### src/alux_pkg.sv
// Package: shared types, constants and table functions for the lux calculator.
package alux_pkg;

    localparam int LUX_FRAC_BITS_DEF     = 8;
    localparam int POW_TABLE_ENTRIES_DEF = 64;

    localparam int COUNT_W    = 16;
    localparam int LUX_W      = 28;
    localparam int ITIME_W    = 2;
    localparam int CFG_IDX_W  = 1;
    localparam int CFG_DATA_W = 2;

    localparam int POW_W   = 17;   // r^1.4 in Q16
    localparam int COEF_W  = 32;
    localparam int PROD_W  = 49;
    localparam int PIECE_W = 44;
    localparam int DEN_W   = 45;
    localparam int GAIN_SHIFT = 4;

    localparam logic [COUNT_W-1:0] SAT_CODE = 16'hFFFF;

    // 4020 * g * 2^F / (ms10 * 1e5 * 2^16): numerator scale and denominators
    localparam logic [11:0]      SCALE_402 = 12'd4020;
    localparam logic [DEN_W-1:0] DEN_13MS  = 45'd897843200000;
    localparam logic [DEN_W-1:0] DEN_101MS = 45'd6619136000000;
    localparam logic [DEN_W-1:0] DEN_402MS = 45'd26345472000000;

    localparam logic [ITIME_W-1:0] ITIME_13MS  = 2'd0;
    localparam logic [ITIME_W-1:0] ITIME_101MS = 2'd1;
    localparam logic [ITIME_W-1:0] ITIME_402MS = 2'd2;

    typedef enum logic [CFG_IDX_W-1:0] {
        CFG_ITIME = 1'b0,
        CFG_GAIN  = 1'b1
    } cfg_idx_t;

    typedef enum logic [2:0] {
        PIECE_POW,
        PIECE_A,
        PIECE_B,
        PIECE_C,
        PIECE_ZERO
    } piece_t;

    typedef struct packed {
        logic               sat;
        piece_t             sel;
        logic [COUNT_W-1:0] c0;
        logic [COUNT_W-1:0] c1;
    } alux_side_t;

    // Largest s below 4096 with s^5 <= v
    function automatic logic [63:0] root5(input logic [63:0] v);
        logic [63:0] s;
        logic [63:0] c;
        s = 64'd0;
        for (int b = 11; b >= 0; b--) begin
            c = s | (64'd1 << b);
            if (c * c * c * c * c <= v)
                s = c;
        end
        return s;
    endfunction

    // Table entry i of r^1.4 (Q16) at the cell midpoint (2i+1)/(4n)
    function automatic logic [POW_W-1:0] pow_entry(input int unsigned i,
                                                   input int unsigned n);
        logic [63:0] numr;
        logic [63:0] q;
        logic [63:0] rem;
        logic [63:0] u;
        logic [63:0] s;
        logic [63:0] p;
        numr = (64'(2 * i + 1)) << 30;
        q    = 64'(4 * n);
        rem  = 64'd0;
        u    = 64'd0;
        for (int b = 63; b >= 0; b--) begin
            rem = {rem[62:0], numr[b]};
            if (rem >= q) begin
                rem  = rem - q;
                u[b] = 1'b1;
            end
        end
        s = root5(u * u);
        p = (u * s) >> 26;
        return POW_W'(p);
    endfunction

endpackage

### src/alux_ratio_div.sv
// Pipelined restoring divider: table index floor(c1 * 2N / c0), one bit per stage.
module alux_ratio_div import alux_pkg::*; #(
    parameter int POW_TABLE_ENTRIES = POW_TABLE_ENTRIES_DEF,
    localparam int IDX_W = $clog2(POW_TABLE_ENTRIES),
    localparam int NR_W  = COUNT_W + $clog2(2 * POW_TABLE_ENTRIES) + 1
) (
    input  logic             clk,
    input  logic             rst_n,
    input  logic             en,
    input  logic             in_valid,
    input  alux_side_t       in_side,
    output logic             out_valid,
    output alux_side_t       out_side,
    output logic [IDX_W-1:0] out_idx
);

    logic             vld_reg  [IDX_W+1];
    alux_side_t       side_reg [IDX_W+1];
    logic [NR_W-1:0]  rem_reg  [IDX_W+1];
    logic [IDX_W-1:0] q_reg    [IDX_W+1];

    always_ff @(posedge clk or negedge rst_n)
    begin
        if (!rst_n)
            vld_reg[0] <= 1'b0;
        else if (en)
            vld_reg[0] <= in_valid;
    end

    always_ff @(posedge clk)
    begin
        if (en)
        begin
            side_reg[0] <= in_side;
            rem_reg[0]  <= NR_W'(in_side.c1) * NR_W'(2 * POW_TABLE_ENTRIES);
            q_reg[0]    <= '0;
        end
    end

    for (genvar j = 0; j < IDX_W; j++) begin : g_stage
        localparam int K = IDX_W - 1 - j;
        logic [NR_W-1:0]  trial;
        logic             ge;
        logic [NR_W-1:0]  rem_next;
        logic [IDX_W-1:0] q_next;

        always_comb
        begin
            trial    = NR_W'(side_reg[j].c0) << K;
            ge       = (rem_reg[j] >= trial);
            rem_next = ge ? (rem_reg[j] - trial) : rem_reg[j];
            q_next   = q_reg[j];
            q_next[K] = ge;
        end

        always_ff @(posedge clk or negedge rst_n)
        begin
            if (!rst_n)
                vld_reg[j+1] <= 1'b0;
            else if (en)
                vld_reg[j+1] <= vld_reg[j];
        end

        always_ff @(posedge clk)
        begin
            if (en)
            begin
                side_reg[j+1] <= side_reg[j];
                rem_reg[j+1]  <= rem_next;
                q_reg[j+1]    <= q_next;
            end
        end
    end

    assign out_valid = vld_reg[IDX_W];
    assign out_side  = side_reg[IDX_W];
    assign out_idx   = q_reg[IDX_W];

endmodule

### config.mk
export PLATFORM = sky130hd
export DESIGN_NAME = alux_ratio_div
export DESIGN_NICKNAME = d
export VERILOG_FILES = /design/src/alux_pkg.sv /design/src/alux_ratio_div.sv
export SDC_FILE = /design/constraint.sdc
export NUM_CORES = 1
export LEC_CHECK = 0
export BUFFER_PORTS_ARGS = -buffer_cell sky130_fd_sc_hd__buf_2
export CORE_UTILIZATION = 28
export CTS_CLUSTER_DIAMETER = 200
export DETAILED_ROUTE_END_ITERATION = 7
export PLACE_DENSITY = 0.48
export SLEW_MARGIN = 10
export SYNTH_ARGS = -nofsm -noshare
export SYNTH_HDL_FRONTEND = slang
export SYNTH_SLANG_ARGS = --single-unit
### constraint.sdc
create_clock -name clk -period 4.4 [get_ports clk]
set_clock_uncertainty 0.1 [all_clocks]
set_input_delay 0.66 -clock clk [delete_from_list [all_inputs] [get_ports clk]]
set_output_delay 0.66 -clock clk [all_outputs]
set_load 0.01 [all_outputs]
==> results.md, run 1 <==
- Startpoint type of the worst setup path: flop
- Mux contribution to synthesized area: approximately 2.1%
- Yosys reg bits: slightly below 400
- Crit path max fanout: 26
- Critical path arrival: ~3.7 ns
- Share of layout cells above drive strength 1: roughly 14%
- CTS tree: yes
- Syn Nets: ~1500
- Critical R2R Capture: rem_reg[2][9]$_DFFE_PP_
- NumNets Final: 1560
- Total core area: 0.0622 mm²
- Mapped Avg Cell Area: approximately 14 µm²
- FMAX: 286 MHz
- Htree depth: 2
- ANT cells: 0
- GRT Total Usage: between 10% and 20%
- Hold Path Class: input pin to flop
- Pleak: 7.75 nW
- First-pass GRT wire length: 53.9 mm
- Crit path to: rem_reg[2][9]$_DFFE_PP_
- Final Hold Vio Count: 0
- Clock share of power: a little under a third
- Synth cell count leaders: 378 x edfxtp_1, 120 x inv_1, 94 x ha_1
- DRC: 0
- Post-Syn Area: between 0.015 and 0.02 mm²
- Top-count cell post-synth: edfxtp_1
- R2R Setup Slk: slightly above 0.9 ns
- Max-slew violations: 0
- Critical path class: flop to flop
- Internal power: between 7 and 8 mW
- Die Y: 254 µm
- Die X: between 200 and 300 µm
- VDD IR max: between 0.2 and 0.3 mV
- Cts repair resizes: 0
- Top cell type by total area after synthesis: edfxtp_1
- Final wirelength: 33.9 mm
- Start point of the critical path: side_reg[1][16]$_DFFE_PP_
- GP Congestion: about 0.84
- Total I/O pin count: just over 80
- DRT iter0 DRCs: slightly below 500
- I/O Buffers: between 80 and 90
- Sw frac: 28.7%
- Antenna Nets Post-Route: 0
- Critical Path End Type: flop
- Simple logic cell fraction of the synthesized area: 7.97%
- Setup TNS: 0 ns
- Num CTS Buffers: between 40 and 50
- Largest net degree at the start of global routing: 100
- Hold_buf cts: 1
- Adder-cell share of the synthesized area: just over 7%
- Clock Latency Late Sink: roughly 0.56 ns
- Vias in the first global route: roughly 10000
- PD cells: 543 mW/mm²
- Root Driver: clkbuf_16
- Syn Inst Count: roughly 1300
- Area of the die: roughly 0.064 mm²
- Worst-path clk slew: roughly 0.060 ns
- Largest cells by area after synthesis: edfxtp_1 64%, ha_1 6.6%, inv_1 2.5%
- Crit path time final: 3.49 ns
- RSZ-0062 raised after global routing: false
- Psw: 3.21 mW
- Final setup viols: 0
- Top cell type's share of synthesized area: roughly 64%
- Asr flop ratio synth: roughly 1.8%
- Combinational family with the most area after synthesis: compound AO/OA/AOI/OAI gates
- Initial core utilization: 28.5%
- Worst Reg-to-Reg Cells: 9
- Pre-antenna DRT Iters: 6
- Combinational share of power: about a quarter
- FF-to-FF Start: side_reg[1][16]$_DFFE_PP_
- Synth Area in Compound Gates: between 10% and 20%
- Largest register FFs: between 200 and 300
- Least-Margin Pin Slew: ~1.1 ns
- Post-synthesis cell type count: about 80
- Initial antenna violation count: 0
- Setup Buffers After CTS: 0
- Synth Area in XOR/XNOR: under 10%
- Synth Flop Type: edfxtp_1
- Worst slew margin: a little under 30%
- Status: finished, final reports clean
- Avg WL per Cell: ~15 µm
- Sequential Power Share: around 45%
- Max Cap Violations: 0
- GRT overflow: 0
- Max Root-Sink Buffers: 3
- Vias: between 10000 and 15000
- Area growth from synthesis to layout: 16.1%
- Dpl hpwl: 23.7 mm
- Sequential fraction of the synthesis area: between 60% and 70%
- CP Data Required Time: between 4 and 5 ns
- EDFF count, synth: about 380
- Hold WS: approximately 0.16 ns
- Syn. warnings: 0
- Vias per cell: about 4.4
- Final worst path period share: about four fifths
- Row cnt: between 90 and 100
- CTS Sinks: 385
cell families after synthesis:
group	after synthesis
adder cells (fa/ha/maj)	98
flip-flops	385
multiplexers	33
XOR/XNOR	76
AO/OA/AOI/OAI	288
buffers and inverters	150
AND/OR/NAND/NOR	282
routing by layer:
metal  wire, µm  GRT usage [%]  part of all wire (%)  vias up
li1           -              -                     -     5119
met1      15600           13.5                    46     4773
met2      15600           17.3                    46      200
met3       1330           2.16                   3.9       80
met4       1340           5.18                   3.9        0
met5          0              0                     0        -
worst max-delay path, stage by stage (launching register included):
cell and delay, ns:
edfxtp_1 0.38, inv_1 0.10, fa_1 0.47, a21oi_1 0.27
o211ai_1 0.17, a21oi_1 0.26, o21ai_1 0.16, a31oi_2 0.89
buf_4 0.29, o21ai_0 0.12
area by class of cell:
| cell class | instances | area [µm²] |
|---|---|---|
| flip-flops and latches | 385 | 11500 |
| multi-input cells | 777 | 5620 |
| repair buffers | 92 | 536 |
| clock buffers | 53 | 1160 |
| clock inverters | 27 | 241 |
| well taps | 837 | 1050 |
| inverters | 121 | 454 |
| fillers | 6162 | 41600 |
worst min path at each step:
stage	depth (start not counted)	end	startpoint	slack, ns
global placement	0	side_reg[5][8]$_DFFE_PP_	side_reg[4][8]$_DFFE_PP_	0.30
detailed placement	0	side_reg[1][34]$_DFFE_PP_	side_reg[0][34]$_DFFE_PP_	0.30
finish	1	side_reg[0][12]$_DFFE_PP_	in_side[12]	0.16
CTS	1	side_reg[0][12]$_DFFE_PP_	in_side[12]	0.11
floorplan	0	out_valid$_DFFE_PN0P_	rst_n	0.26
global route	1	side_reg[0][8]$_DFFE_PP_	in_side[8]	0.12
per-stage QoR:
step	util (%)	instance area (µm²)	power, mW	worst slack [ns]	instances
3_3_place_gp	30.8	19200	7.67	0.942	2211
4_1_cts	33.1	20600	11.3	0.899	2292
2_1_floorplan	-	17700	6.96	1.70	1312
6_report	33.1	20600	11.2	0.907	2292
5_1_grt	33.1	20600	11.8	0.695	2292
3_5_place_dp	30.8	19200	7.68	0.910	2211
power by group through the flow:
stage / combinational, mW / sequential, mW / clock, mW
after floorplan: 2.00 / 4.96 / 0
after global placement: 2.60 / 5.07 / 0
after detailed placement: 2.62 / 5.07 / 0
after CTS: 2.63 / 5.00 / 3.69
after global routing: 2.95 / 5.05 / 3.84
final: 2.63 / 4.99 / 3.55
layout by cell type (no fill, tap or decap), types with 5 or more instances in the layout:
cell type  count
ha_1          94
mux2_2        25
and4_1         7
clkinv_1       9
clkbuf_16     45
a21oi_1       74
clkinv_2       9
dfrtp_1        7
inv_1        120
nor4_1         8
nor3_1         9
a211oi_1       7
o21a_1        13
nor2b_1       16
or3_1          5
nor2_1        72
xor2_1        30
nand3_1       22
o2111ai_1      6
o31ai_1       11
a21o_1        32
o31a_1         7
buf_2         81
buf_4          6
xnor2_1       46
o21ai_0       70
nand4_1       18
or2_2          6
o21bai_1       7
edfxtp_1     378
nand2_1       79
o211ai_1       7
clkbuf_1       8
nand2b_1      15
or4_1          5
mux2_1         5
a31oi_1        9
Power figures use the tool's default switching activity.
==> run 2: changes to the inputs <==
clock period = 3.3 ns   (was 4.4 ns; I/O delays follow)
==> run 2 against run 1 <==
  * Worst hold slack got worse by 0.12 ns
  * Largest power group unchanged
  * Critical path depth increased by 1
  * Combinational power grew 36%
  * Total power grew 35%
  * Setup slack got worse by 0.64 ns
  * Sequential share of layout area decreased by 1.5 points
  * Largest cell class unchanged
  * Wire length fell by 0.17%
  * Final cell count grew 2.1%
==> results.md, run 2 (same netlist as run 1, synthesis figures left out) <==
- Crit path time final: 3.03 ns (-0.460 ns)
- Setup TNS: 0 ns (unchanged)
- Area of the die: 0.0643 mm² (unchanged)
- Critical R2R Capture: rem_reg[5][19]$_DFFE_PP_
- Max-slew violations: 0 (unchanged)
- Avg WL per Cell: 14.4 µm (-2.2%)
- R2R Setup Slk: 0.27 ns (-0.64 ns)
- Die Y: 254 µm (unchanged)
- Pre-antenna DRT Iters: 5 (-1)
- GP Congestion: 0.850 (+0.71%)
- Hold Startpoint: in_side[31]
- Critical path arrival: 3.24 ns (-0.45 ns)
- Final wirelength: 33.8 mm (-0.17%)
- Initial antenna violation count: 0 (unchanged)
- Most common cell after layout, fill and taps aside: edfxtp_1
- Root Driver: clkbuf_16
- Total design power: 15.1 mW (+35%)
- CP Cell Sequence: inv_1, ha_1, nor2b_1, o2111ai_1, a21oi_1, o21ai_0, o211a_4, inv_1, nand4_1, xnor2_1
- Num CTS Buffers: 44 (-2.2%)
- ANT cells: 0 (unchanged)
- Max Root-Sink Buffers: 3 (unchanged)
- Worst Path Buf+Inv: 2 (unchanged)
- Largest net degree at the start of global routing: 76 (-24%)
- PD cells: 714 mW/mm² (+31%)
- VDD IR max: 0.441 mV (+52%)
- CP delay by family, top: compound AO/OA/AOI/OAI gates
- DRT iter0 DRCs: 589 (+21%)
- Die X: 254 µm (unchanged)
- Vias per cell: 4.43 (-0.12%)
- Least-Margin Pin Slew: 0.679 ns (-0.386 ns)
- Hold Path Class: input pin to flop
- Clock Latency Late Sink: 0.57 ns (about the same)
- Pleak: 8.00 nW (+3.2%)
- Crit path max fanout: 29 (+12%)
- CTS tree: yes
- Non-Filler Instances: 2340 (+2.1%)
- Final setup viols: 0 (unchanged)
- Area growth from synthesis to layout: 19.2%
- Worst slew margin: 54.8% (+26 points)
- Most used cell, CP: inv_1
- Cell area after layout: 0.0211 mm² (+2.7%)
- Hold path cells: 1 (unchanged)
- Critical path class: flop to flop
- CP Data Required Time: 3.51 ns (-1.08 ns)
- Largest stage delay, worst path: 0.49 ns (-0.40 ns)
- Dpl cell area: 0.0193 mm² (+0.76%)
- Antenna Nets Post-Route: 0 (unchanged)
- Total core area: 0.0622 mm² (unchanged)
- Slowest-stage cell, CP: o21ai_0
- NumNets Final: 1605 (+2.9%)
- FMAX: 330 MHz (+15%)
- Most frequent cells in the layout: 378 x edfxtp_1, 120 x inv_1, 94 x ha_1
- Share of layout cells above drive strength 1: 14.8% (+0.75 points)
- Final Hold Vio Count: 0 (unchanged)
- Total I/O pin count: 83 (unchanged)
- Worst-path clk slew: 0.06 ns (about the same)
- DRC: 0 (unchanged)
- Status: finished, final reports clean
- Final worst path period share: 91.9% (+13 points)
- DP Cell Count: 2222 (+0.50%)
- CTS Sinks: 385 (unchanged)
- FF-to-FF Start: side_reg[4][17]$_DFFE_PP_
- Setup Buffers After CTS: 0 (unchanged)
- Row cnt: 91 (unchanged)
- Max Cap Violations: 0 (unchanged)
- Startpoint type of the worst setup path: flop
- Vias in the first global route: 10381 (+1.6%)
- Largest register FFs: 252 (unchanged)
- First-pass GRT wire length: 54.1 mm (+0.44%)
- RSZ-0062 raised after global routing: false
- Htree depth: 2 (unchanged)
- GRT Total Usage: 10.6% (-0.056 points)
- Worst Reg-to-Reg Cells: 10 (+1)
- Dpl hpwl: 23.7 mm (unchanged)
- Vias: 10373 (+2.0%)
- Worst Hold End: side_reg[0][31]$_DFFE_PP_
- Initial core utilization: 28.5% (unchanged)
- Critical Path End Type: flop
- GRT overflow: 0 (unchanged)
- I/O Buffers: 82 (unchanged)
run 2: metrics by stage:
stage                     utilization (%)  setup slack [ns]  hold WS [ns]
after floorplan                         -             0.598        0.0994
after global placement               31.1             0.274         0.228
after detailed placement             31.1             0.198         0.235
after CTS                            34.0             0.187       0.00933
after global routing                 34.0            0.0466        0.0144
final                                34.0             0.267        0.0467
run 2: final cells by class:
| cell class | count | area, µm² |
|---|---|---|
| tap | 837 | 1050 |
| timing repair buffer | 138 | 1030 |
| inverter | 121 | 454 |
| clock buffer | 50 | 1120 |
| fill | 6125 | 41000 |
| clock inverter | 32 | 324 |
| multi-input combinational | 777 | 5630 |
| sequential | 385 | 11500 |
run 2: worst max path at each step:
stage	endpoint	cells past startpoint	from
4_1_cts	rem_reg[4][23]$_DFFE_PP_	8	side_reg[3][16]$_DFFE_PP_
6_report	rem_reg[5][19]$_DFFE_PP_	10	side_reg[4][17]$_DFFE_PP_
2_1_floorplan	rem_reg[4][19]$_DFFE_PP_	9	side_reg[3][17]$_DFFE_PP_
3_5_place_dp	rem_reg[4][23]$_DFFE_PP_	8	side_reg[3][16]$_DFFE_PP_
5_1_grt	rem_reg[5][19]$_DFFE_PP_	10	side_reg[4][17]$_DFFE_PP_
3_3_place_gp	rem_reg[4][23]$_DFFE_PP_	10	side_reg[3][29]$_DFFE_PP_
run 2: metal layers:
metal	wire, µm	share of wire [%]	up-vias	global-route usage [%]
met1	15700	46	4886	13.4
met2	15800	47	216	17.8
met5	0	0	-	0
met4	1020	3.0	0	4.32
met3	1280	3.8	64	2.01
li1	-	-	5207	-
run 2: what timing repair did:
| action | CTS | global route |
|---|---|---|
| hold buffers | 36 | 0 |
| endpoints found under the hold margin | 42 | 0 |
| gates resized for setup | 0 | 1 |
| setup endpoints to repair | 0 | 2 |
run 2: power by group:
group          switching, mW  internal (mW)
clock network           1.98           2.86
registers              0.387           6.28
logic                   1.99           1.58
total                   4.36           10.7
==> run 3: changes to the inputs <==
clock period = 3.8 ns   (was 3.3 ns; I/O delays follow)
==> run 3 against run 2 <==
  * Non-clock buffer count shrank 40
  * Maximum frequency shrank 7.0%
  * Global-route usage grew 0.25 points
  * Highest routed layer unchanged
  * Via count shrank 1.7%
  * Wire length grew 1.1%
  * First-iteration DRC count shrank 19%
  * Flip-flop and latch count is the same
  * Die area is the same
  * Clock power shrank 11%
  * Core utilization shrank 0.65 points
  * Setup slack gained 0.27 ns
  * Register-to-register slack gained 0.27 ns
==> results.md, run 3 (same netlist as run 1, synthesis figures left out) <==
- GRT overflow: 0 (unchanged)
- Row cnt: 91 (unchanged)
- Initial core utilization: 28.5% (unchanged)
- Startpoint type of the worst setup path: flop
- Final Util: 33.3% (-0.65 points)
- Clock Latency Late Sink: 0.57 ns (about the same)
- Worst Hold End: side_reg[0][11]$_DFFE_PP_
- Max Cap Violations: 0 (unchanged)
- Multi-input gate area: 0.00562 mm² (-0.13%)
- FMAX: 307 MHz (-7.0%)
- CTS Sinks: 385 (unchanged)
- Critical path arrival: 3.47 ns (+0.23 ns)
- Num CTS Buffers: 46 (+4.5%)
- NumNets Final: 1567 (-2.4%)
- Total I/O pin count: 83 (unchanged)
- Crit path time final: 3.26 ns (+0.228 ns)
- Fill count: 6116 (-0.15%)
- Critical path class: flop to flop
- Largest register FFs: 252 (unchanged)
- Hold Startpoint: in_side[11]
- Hold WS: 0.0740 ns (+0.0273 ns)
- GP Congestion: 0.809 (-4.8%)
- Vias in the first global route: 10533 (+1.5%)
- Total core area: 0.0622 mm² (unchanged)
- Initial antenna violation count: 0 (unchanged)
- PD cells: 634 mW/mm² (-11%)
- Pleak: 7.82 nW (-2.2%)
- Most frequent cells in the layout: 378 x edfxtp_1, 120 x inv_1, 94 x ha_1
- Avg WL per Cell: 14.8 µm (+2.7%)
- ANT cells: 0 (unchanged)
- RSZ-0062 raised after global routing: false
- I/O Buffers: 82 (unchanged)
- Max-slew violations: 0 (unchanged)
- Final setup viols: 0 (unchanged)
- Setup TNS: 0 ns (unchanged)
- Most common cell after layout, fill and taps aside: edfxtp_1
- Hold path cells: 1 (unchanged)
- Area of the die: 0.0643 mm² (unchanged)
- Worst slew margin: 43.0% (-12 points)
- Critical Path End Type: flop
- Root Driver: clkbuf_16
- DRC: 0 (unchanged)
- Cell area after layout: 0.0207 mm² (-1.9%)
- Die X: 254 µm (unchanged)
- R2R Setup Slk: 0.54 ns (+0.27 ns)
- DRT iter0 DRCs: 480 (-19%)
- Worst Reg-to-Reg Cells: 9 (-1)
- Status: finished, final reports clean
- Antenna Nets Post-Route: 0 (unchanged)
- GRT Total Usage: 10.8% (+0.25 points)
- Die Y: 254 µm (unchanged)
- Final wirelength: 34.2 mm (+1.1%)
- Largest net degree at the start of global routing: 75 (-1.3%)
- Setup Buffers After CTS: 0 (unchanged)
- Vias: 10197 (-1.7%)
- Worst-path clk slew: 0.06 ns (about the same)
- Vias per cell: 4.43 (-0.12%)
- FF-to-FF Start: side_reg[1][16]$_DFFE_PP_
- Least-Margin Pin Slew: 0.853 ns (+0.174 ns)
- Critical R2R Capture: rem_reg[2][10]$_DFFE_PP_
- Final worst path period share: 85.8% (-6.1 points)
- CTS tree: yes
- Share of layout cells above drive strength 1: 15.0% (+0.17 points)
- CP Data Required Time: 4.01 ns (+0.50 ns)
- Htree depth: 2 (unchanged)
- Area growth from synthesis to layout: 16.9%
- Final Hold Vio Count: 0 (unchanged)
- Sequential cell area: 0.0115 mm² (unchanged)
- Pre-antenna DRT Iters: 4 (-1)
- Crit path max fanout: 20 (-31%)
- First-pass GRT wire length: 55.1 mm (+1.8%)
- Hold Path Class: input pin to flop
- Non-Filler Instances: 2303 (-1.6%)
- VDD IR max: 0.278 mV (-37%)
- DP Cell Count: 2217 (-0.23%)
- Dpl cell area: 0.0192 mm² (-0.52%)
- Max Root-Sink Buffers: 3 (unchanged)
- Dpl hpwl: 24.5 mm (+3.0%)
## run 3: final cells by class
cell class / count / share of cell area [%]
inverter: 121 / 2.19
clock buffer: 51 / 5.64
sequential: 385 / 55.6
multi-input combinational: 777 / 27.1
timing repair buffer: 98 / 2.80
tap: 837 / 5.05
clock inverter: 34 / 1.59
## run 3: critical path: stages, from the launching register on
cell and delay (ns):
edfxtp_1 0.36, inv_1 0.10, fa_1 0.46, a21oi_1 0.26
o211ai_1 0.17, a21oi_1 0.22, o21ai_1 0.15, a31oi_2 0.74
buf_4 0.32, o21ai_0 0.12
## run 3: per-stage QoR
stage	setup WS, ns	power, mW
final	0.539	13.1
after global routing	0.245	14.0
after CTS	0.503	13.4
after detailed placement	0.517	8.92
after global placement	0.516	8.89
after floorplan	1.10	8.05
## run 3: how the worst max path moves through the flow
stage,from,end,depth (start not counted)
global placement,side_reg[1][16]$_DFFE_PP_,rem_reg[2][12]$_DFFE_PP_,9
CTS,side_reg[1][16]$_DFFE_PP_,rem_reg[2][10]$_DFFE_PP_,9
finish,side_reg[1][16]$_DFFE_PP_,rem_reg[2][10]$_DFFE_PP_,9
global route,side_reg[1][16]$_DFFE_PP_,rem_reg[2][12]$_DFFE_PP_,9
detailed placement,side_reg[1][16]$_DFFE_PP_,rem_reg[2][10]$_DFFE_PP_,9
floorplan,side_reg[3][17]$_DFFE_PP_,rem_reg[4][19]$_DFFE_PP_,9
## run 3: per-layer routing
layer	up-vias	wire [µm]	GRT usage, %
met4	0	1210	4.77
li1	5136	-	-
met3	83	1340	2.24
met2	187	15800	17.8
met1	4791	15800	13.7
met5	-	0	0
## run 3: report_power, final
| part | switching [mW] | internal (mW) | total [mW] |
|---|---|---|---|
| Sequential | 0.328 | 5.46 | 5.78 |
| Combinational | 1.71 | 1.33 | 3.04 |
| Clock | 1.74 | 2.58 | 4.32 |
| Total | 3.78 | 9.36 | 13.1 |
## run 3: timing repair
action                                 CTS  global route
hold buffers                             1             0
resized for setup                        0             0
endpoints found under the hold margin    7             0
